`src/hdl/serf_pkg.sv`:
```
`timescale 1ns / 1ps
// ----------------------------------------------------------------------------
// serf_pkg: shared types and constants
// Transaction structs, configuration register file type, register indexes
// and reset values for the sonar echo ranging filter.
// ----------------------------------------------------------------------------
package serf_pkg;

  localparam int CounterBitsDef = 16;
  localparam int CfgIdxW        = 3;
  localparam int CfgDataW       = 16;
  localparam int WidthW         = 16;
  localparam int ErrW           = 8;

  // configuration register indexes
  localparam logic [CfgIdxW-1:0] RegTrigCmp   = 3'd0;
  localparam logic [CfgIdxW-1:0] RegMinWidth  = 3'd1;
  localparam logic [CfgIdxW-1:0] RegMaxWidth  = 3'd2;
  localparam logic [CfgIdxW-1:0] RegErrLimit  = 3'd3;
  localparam logic [CfgIdxW-1:0] RegFallback  = 3'd4;

  // configuration reset values
  localparam logic [WidthW-1:0] TrigCmpRst  = 16'd65510;
  localparam logic [WidthW-1:0] MinWidthRst = 16'd354;
  localparam logic [WidthW-1:0] MaxWidthRst = 16'd59000;
  localparam logic [ErrW-1:0]   ErrLimitRst = 8'd50;
  localparam logic [WidthW-1:0] FallbackRst = 16'd65490;

  localparam logic [ErrW-1:0]   ErrMax      = 8'd255;

  typedef struct packed {
    logic echo_level;
    logic read_request;
  } in_t;

  typedef struct packed {
    logic              trigger_level;
    logic              read_done;
    logic [WidthW-1:0] distance_ticks;
    logic [ErrW-1:0]   invalid_count;
  } out_t;

  typedef struct packed {
    logic [WidthW-1:0] trigger_compare;
    logic [WidthW-1:0] min_valid_width;
    logic [WidthW-1:0] max_valid_width;
    logic [ErrW-1:0]   error_limit;
    logic [WidthW-1:0] fallback_width;
  } cfg_t;

endpackage

```
`src/hdl/serf_core.sv`:
```
`timescale 1ns / 1ps
// ----------------------------------------------------------------------------
// serf_core: tick timer, echo timing and read filter
// Holds the ranging state and works one tick per step; the result for the
// stepped tick is presented combinationally.
// ----------------------------------------------------------------------------
module serf_core #(
  parameter int COUNTER_BITS = serf_pkg::CounterBitsDef
) (
  input  logic           clk,
  input  logic           rst_n,
  input  logic           step,
  input  serf_pkg::in_t  item,
  input  serf_pkg::cfg_t cfg,
  output serf_pkg::out_t result
);
  import serf_pkg::*;

  // compare/width arithmetic runs at the wider of counter and field width
  localparam int CmpW = (COUNTER_BITS > WidthW) ? COUNTER_BITS : WidthW;

  logic [COUNTER_BITS-1:0] cnt_r, cnt_nxt;
  logic [COUNTER_BITS-1:0] start_r, start_nxt;
  logic [WidthW-1:0]       raw_r, raw_nxt;
  logic [WidthW-1:0]       lvw_r, lvw_nxt;
  logic [ErrW-1:0]         err_r, err_nxt;
  logic                    done_r, done_nxt;
  logic                    echo_prev_r;
  logic                    trig_r, trig_nxt;

  logic [COUNTER_BITS-1:0] diff;
  logic [CmpW-1:0]         diff_ext;
  logic [CmpW-1:0]         cnt_ext;
  logic [CmpW-1:0]         cmp_ext;
  logic                    out_of_range;

  assign diff     = cnt_r - start_r;
  assign diff_ext = CmpW'(diff);
  assign cnt_ext  = CmpW'(cnt_r);
  assign cmp_ext  = CmpW'(cfg.trigger_compare);

  always_comb begin
    start_nxt = start_r;
    raw_nxt   = raw_r;
    lvw_nxt   = lvw_r;
    err_nxt   = err_r;
    done_nxt  = done_r;
    trig_nxt  = trig_r;

    // echo edges
    if (item.echo_level && !echo_prev_r) begin
      start_nxt = cnt_r;
    end else if (!item.echo_level && echo_prev_r) begin
      raw_nxt  = diff_ext[WidthW-1:0];
      done_nxt = 1'b1;
    end

    // trigger compare: no echo this period means no reading
    if (cnt_ext == cmp_ext) begin
      if (!done_nxt) begin
        raw_nxt = '0;
      end
      trig_nxt = 1'b1;
    end

    cnt_nxt = cnt_r + 1'b1;
    if (cnt_nxt == '0) begin
      trig_nxt = 1'b0;
      done_nxt = 1'b0;
    end

    // read filter
    out_of_range = (raw_nxt < cfg.min_valid_width) || (raw_nxt > cfg.max_valid_width);
    if (item.read_request) begin
      if (out_of_range && (lvw_r != '0)) begin
        if (err_r > cfg.error_limit) begin
          raw_nxt = cfg.fallback_width;
        end else begin
          if (err_r != ErrMax) begin
            err_nxt = err_r + 1'b1;
          end
          raw_nxt = lvw_r;
        end
      end else begin
        err_nxt = '0;
        lvw_nxt = raw_nxt;
      end
    end

    result.trigger_level  = trig_nxt;
    result.read_done      = item.read_request;
    result.distance_ticks = item.read_request ? raw_nxt : '0;
    result.invalid_count  = err_nxt;
  end

  always_ff @(posedge clk) begin
    if (!rst_n) begin
      cnt_r       <= '0;
      start_r     <= '0;
      raw_r       <= '0;
      lvw_r       <= '0;
      err_r       <= '0;
      done_r      <= 1'b0;
      echo_prev_r <= 1'b0;
      trig_r      <= 1'b0;
    end else if (step) begin
      cnt_r       <= cnt_nxt;
      start_r     <= start_nxt;
      raw_r       <= raw_nxt;
      lvw_r       <= lvw_nxt;
      err_r       <= err_nxt;
      done_r      <= done_nxt;
      echo_prev_r <= item.echo_level;
      trig_r      <= trig_nxt;
    end
  end

endmodule

```
`src/hdl/sonar_echo_ranging_filter.sv`:
```
`timescale 1ns / 1ps
// ----------------------------------------------------------------------------
// sonar_echo_ranging_filter: sonar trigger and echo pulse timer
// Tick-driven trigger generator, echo width timer and filtered range read.
// ----------------------------------------------------------------------------
// Each input transaction is one timer tick carrying the sampled echo level and
// a read request; each produces exactly one result transaction. The block
// takes one tick per clock cycle while in_ready is high; tick state updates
// in the cycle a transaction is accepted and its result is registered in a
// two-entry output stage (output register plus skid register), so a stalled
// consumer holds back the input only once both entries are full; in_ready is
// a register output with no path from out_ready. The user must write
// configuration registers through cfg_we/cfg_index/cfg_wdata while the block
// is idle (not enforced by the block); they take effect on the next tick.
// ----------------------------------------------------------------------------
module sonar_echo_ranging_filter #(
  parameter int COUNTER_BITS = serf_pkg::CounterBitsDef
) (
  input  logic                            clk,
  input  logic                            rst_n,
  // tick input
  input  logic                            in_valid,
  output logic                            in_ready,
  input  serf_pkg::in_t                   in_data,
  // result output
  output logic                            out_valid,
  input  logic                            out_ready,
  output serf_pkg::out_t                  out_data,
  // register writes
  input  logic                            cfg_we,
  input  logic [serf_pkg::CfgIdxW-1:0]    cfg_index,
  input  logic [serf_pkg::CfgDataW-1:0]   cfg_wdata
);
  import serf_pkg::*;

  cfg_t cfg_r;
  out_t result;
  out_t out_r;
  out_t skid_r;
  logic out_valid_r;
  logic skid_valid_r;
  logic push;
  logic pop;

  // a tick is accepted whenever the skid entry is free
  assign in_ready  = !skid_valid_r;
  assign push      = in_valid && in_ready;
  assign pop       = out_valid_r && out_ready;
  assign out_valid = out_valid_r;
  assign out_data  = out_r;

  serf_core #(
    .COUNTER_BITS (COUNTER_BITS)
  ) u_core (
    .clk    (clk),
    .rst_n  (rst_n),
    .step   (push),
    .item   (in_data),
    .cfg    (cfg_r),
    .result (result)
  );

  // register file; unknown indexes are ignored
  always_ff @(posedge clk) begin
    if (!rst_n) begin
      cfg_r.trigger_compare <= TrigCmpRst;
      cfg_r.min_valid_width <= MinWidthRst;
      cfg_r.max_valid_width <= MaxWidthRst;
      cfg_r.error_limit     <= ErrLimitRst;
      cfg_r.fallback_width  <= FallbackRst;
    end else if (cfg_we) begin
      unique case (cfg_index)
        RegTrigCmp:  cfg_r.trigger_compare <= cfg_wdata;
        RegMinWidth: cfg_r.min_valid_width <= cfg_wdata;
        RegMaxWidth: cfg_r.max_valid_width <= cfg_wdata;
        RegErrLimit: cfg_r.error_limit     <= cfg_wdata[ErrW-1:0];
        RegFallback: cfg_r.fallback_width  <= cfg_wdata;
        default: ;
      endcase
    end
  end

  // output register + skid: results leave in order
  always_ff @(posedge clk) begin
    if (!rst_n) begin
      out_valid_r  <= 1'b0;
      skid_valid_r <= 1'b0;
    end else if (pop) begin
      if (skid_valid_r) begin
        out_valid_r  <= 1'b1;
        skid_valid_r <= push;
      end else begin
        out_valid_r  <= push;
      end
    end else if (push) begin
      if (out_valid_r) begin
        skid_valid_r <= 1'b1;
      end else begin
        out_valid_r  <= 1'b1;
      end
    end
  end

  always_ff @(posedge clk) begin
    if (pop) begin
      if (skid_valid_r) begin
        out_r  <= skid_r;
        skid_r <= result;
      end else begin
        out_r  <= result;
      end
    end else if (push) begin
      if (out_valid_r) begin
        skid_r <= result;
      end else begin
        out_r  <= result;
      end
    end
  end

endmodule

```
`config.mk`:
```
export PLATFORM = sky130hd
export DESIGN_NAME = sonar_echo_ranging_filter
export DESIGN_NICKNAME = d
export VERILOG_FILES = /design/src/hdl/serf_pkg.sv /design/src/hdl/serf_core.sv /design/src/hdl/sonar_echo_ranging_filter.sv
export SDC_FILE = /design/constraint.sdc
export NUM_CORES = 1
export LEC_CHECK = 0
export BUFFER_PORTS_ARGS = -buffer_cell sky130_fd_sc_hd__buf_2
export CAP_MARGIN = 20
export CORE_UTILIZATION = 45
export CTS_CLUSTER_SIZE = 12
export DETAILED_ROUTE_END_ITERATION = 12
export PLACE_DENSITY_LB_ADDON = 0.25
export SYNTH_ARGS = -nofsm -noshare
export SYNTH_HDL_FRONTEND = slang
export SYNTH_SLANG_ARGS = --single-unit
```
`constraint.sdc`:
```
create_clock -name clk -period 12 [get_ports clk]
set_input_delay 1.8 -clock clk [delete_from_list [all_inputs] [get_ports clk]]
set_output_delay 1.8 -clock clk [all_outputs]
set_load 0.1 [all_outputs]
```
==> metrics.cfg <==
[final_layout]
mostFrequentLayoutCell = nand2_1
antennaDiodeCount = 0
syn2layout_area_growth_pct = 11.2
instances_no_fill = 1576
finalNetCount = 1324
drive_above_1_share_pct = 11.5
mostFrequentLayoutCells = nand2_1 (234), dfxtp_1 (149), inv_1 (73)
finalInstanceArea_um2 = 11900

[die]
die_width_um = 156
die_area_um2 = 24400
placementRows = 56
fp.dieH_um = 156
initial_utilization_pct = 45.7
core-area_um2 = 23400
ioPinCount = 54

[power_and_ir_drop]
p_clk_share_pct = 25.0
p_seq_share_pct = 32.5
irDropWorstVdd_v = 0.000199
p_sw_uw = 1130
switching_share_pct = 41.9
internal-power_uw = 1570
combPwrFrac_pct = 42.4
power_density_nw_per_um2 = 227
p_leak_uw = 0.00490

[global_routing]
globalRouteMet3Util_pct = 2.64
grt_usage_pct = 22.7
antenna_found_initial = 0
grt_pass1_vias = 7862
top_usage_layer = met1
grt_max_degree = 78
met1_usage_pct = 34.3
overflow = 0
use_met2_pct = 34.1
grt_pass1_wl_um = 43500

[timing]
drv_slew = 0
rsz0062_at_grt = false
slew_headroom_pct = 41.7
setup_tns_ps = 0
period_share_pct = 47.1
max_freq_mhz = 177
min_period_ps = 5650
fin_hold_ws_ps = 464
final-hold-violation-count = 0
worst_slack_ps = 6350
tightestPinTransition_ps = 874
finalSetupViolCount = 0
final.setup_skew_ps = 13.9

[yosys]
synth-edff-count = 52
ys_seq_area_share_pct = 42.5
syn_nets = 1301
synth_cells = 1218
async_flop_share_pct = 0
ys_ff_latch = 201
synth_area_um2 = 10700
synth_cell_types = 74
avgSynthCellArea_um2 = 8.78
synth_ff_type = dfxtp_1
yosysWarnings = 0

[placement]
placed_cell_area_um2 = 11200
placedCellCount = 1533
dp_slack_ps = 5640
detailed_place_hpwl_um = 19600
place_congestion = 0.868
portBuffers = 53

[clocking]
clk_path_buf_depth = 3
insertion_delay_ps = 510
post_cts_buffers = 0
cts.sinks = 201
clkTransAtPathRegs_ps = 60
clockRootBuffer = clkbuf_16
h-tree-depth = 1
cts_inserted_buffers = 23
postCtsResizedCells = 0
postCtsHoldBufs = 0
cts_tree = built

[critical_path]
slowest_delay_ps = 680
crit_top_cell = ha_1
worstPathArrival_ps = 5920
worstSetupStartpointType = flip-flop
critPathSlowestCell = o211a_1
end_kind = flip-flop
crit_required_ps = 12270
cp_max_fo = 19
path_class = flip-flop to flip-flop
cp_cell_sequence = ha_1, nor2b_1, o2111ai_1, a31oi_1, or3_1, and3_1, a311oi_2, o21ai_0, ha_1, nand4_1, nor2_1, a221o_1, o31ai_1, o211a_1, a221oi_1, a41o_1, mux2_2

[drt]
drcViolationCount = 0
num_vias = 8748
routedWlPerCell_um = 17.6
vias_per_cell = 5.55
wl_um = 27700
drtIter0Drc = 798
detail-route-antenna-nets = 0
drt_first_pass_iters = 5

[status]
status = finished, final reports clean

[worst_hold_path]
hold_path.class = flip-flop to flip-flop

[job]
drv_cap = 0

metrics by stage:
stage	power, µW	util (%)
after detailed placement	2010	47.7
after global routing	2840	50.8
after CTS	2690	50.8
final	2700	50.8
after floorplan	1820	-
after global placement	2010	47.7
state kept, by name (all words and copies together) (netlist names):
| signal | flops |
|---|---|
| skid_valid_r | 1 |
| u_core.lvw_r | 16 |
| cfg_r | 72 |
| out_data | 26 |
| out_valid | 1 |
| u_core.trig_r | 1 |
| u_core.raw_r | 16 |
| skid_r | 26 |
| u_core.err_r | 8 |
| u_core.done_r | 1 |
| u_core.cnt_ext | 16 |
| u_core.echo_prev_r | 1 |
| u_core.start_r | 16 |
critical path: cells and delay by family (launching register included):
family / cells / cell delay (ps)
AO/OA/AOI/OAI: 9 / 2950
flip-flops: 1 / 540
AND/OR/NAND/NOR: 5 / 970
multiplexers: 1 / 260
adder cells (fa/ha/maj): 2 / 670
cells by family after synthesis:
logic type	after synthesis	synth area share, %
and+or+nand+nor	485	21.1
DFF	201	42.5
muxes	41	4.07
buffers and inverters	141	5.34
adders and majority gates	57	6.74
xor gates and xnor gates	44	3.67
AOI/OAI and AO/OA	249	16.6
power by group through the flow:
stage / Combinational, µW / Sequential, µW / Clock, µW
2_1_floorplan: 716 / 1100 / 0
3_3_place_gp: 1120 / 892 / 0
3_5_place_dp: 1120 / 892 / 0
4_1_cts: 1130 / 878 / 685
5_1_grt: 1240 / 889 / 713
6_report: 1150 / 879 / 675
final cells by class:
type                       count  area [µm²]
fill                        2278       11500
multi-input combinational    876        5590
sequential                   201        4540
clock buffer                  34         677
tap                          319         399
timing repair buffer          65         358
inverter                      74         278
clock inverter                 7        46.3
cells in the mapped netlist, types with 4 or more instances:
cell type,number,share of area (%)
nand2_1,234,8.2
o31ai_1,6,0.42
and2_1,17,0.99
o21a_1,6,0.42
or2_2,4,0.23
a31oi_1,6,0.35
nor2b_1,8,0.47
and4_1,5,0.41
nor3_1,16,0.75
mux2i_1,21,2.0
nand4_1,18,1.1
xnor2_1,36,2.9
and3_1,13,0.76
nor2_1,65,2.3
o21ai_0,35,1.6
xor2_1,7,0.57
dfxtp_1,149,28
a21oi_1,37,1.7
clkbuf_1,45,1.6
ha_1,56,6.5
a21boi_0,55,3.9
nand3_1,61,2.9
nor3b_1,9,0.63
buf_4,4,0.28
or3_1,12,0.70
nor4_1,6,0.35
o211a_1,8,0.75
buf_2,16,0.75
o21ai_1,7,0.33
mux2_2,20,2.1
a22oi_1,8,0.56
o211ai_1,22,1.5
a22o_1,4,0.33
a32o_1,6,0.56
edfxtp_1,52,15
a21o_1,18,1.3
inv_1,73,2.6
layer usage:
layer | up-vias | wire length (µm)
met3 | 32 | 1480
met2 | 251 | 11800
li1 | 4311 | -
met1 | 4154 | 13900
met5 | - | 0
met4 | 0 | 504
worst paths after layout:
path,startpoint,slack [ps],cells past startpoint,endpoint
setup / recovery,u_core.cnt_ext[1],6350,17,out_data[2]
hold / removal,u_core.start_r[1],460,2,u_core.start_r[1]
setup reg to reg,u_core.cnt_ext[1],6350,17,out_data[2]
hold reg to reg,u_core.start_r[1],460,2,u_core.start_r[1]
Note: power is estimated with default switching activity, not from simulation.
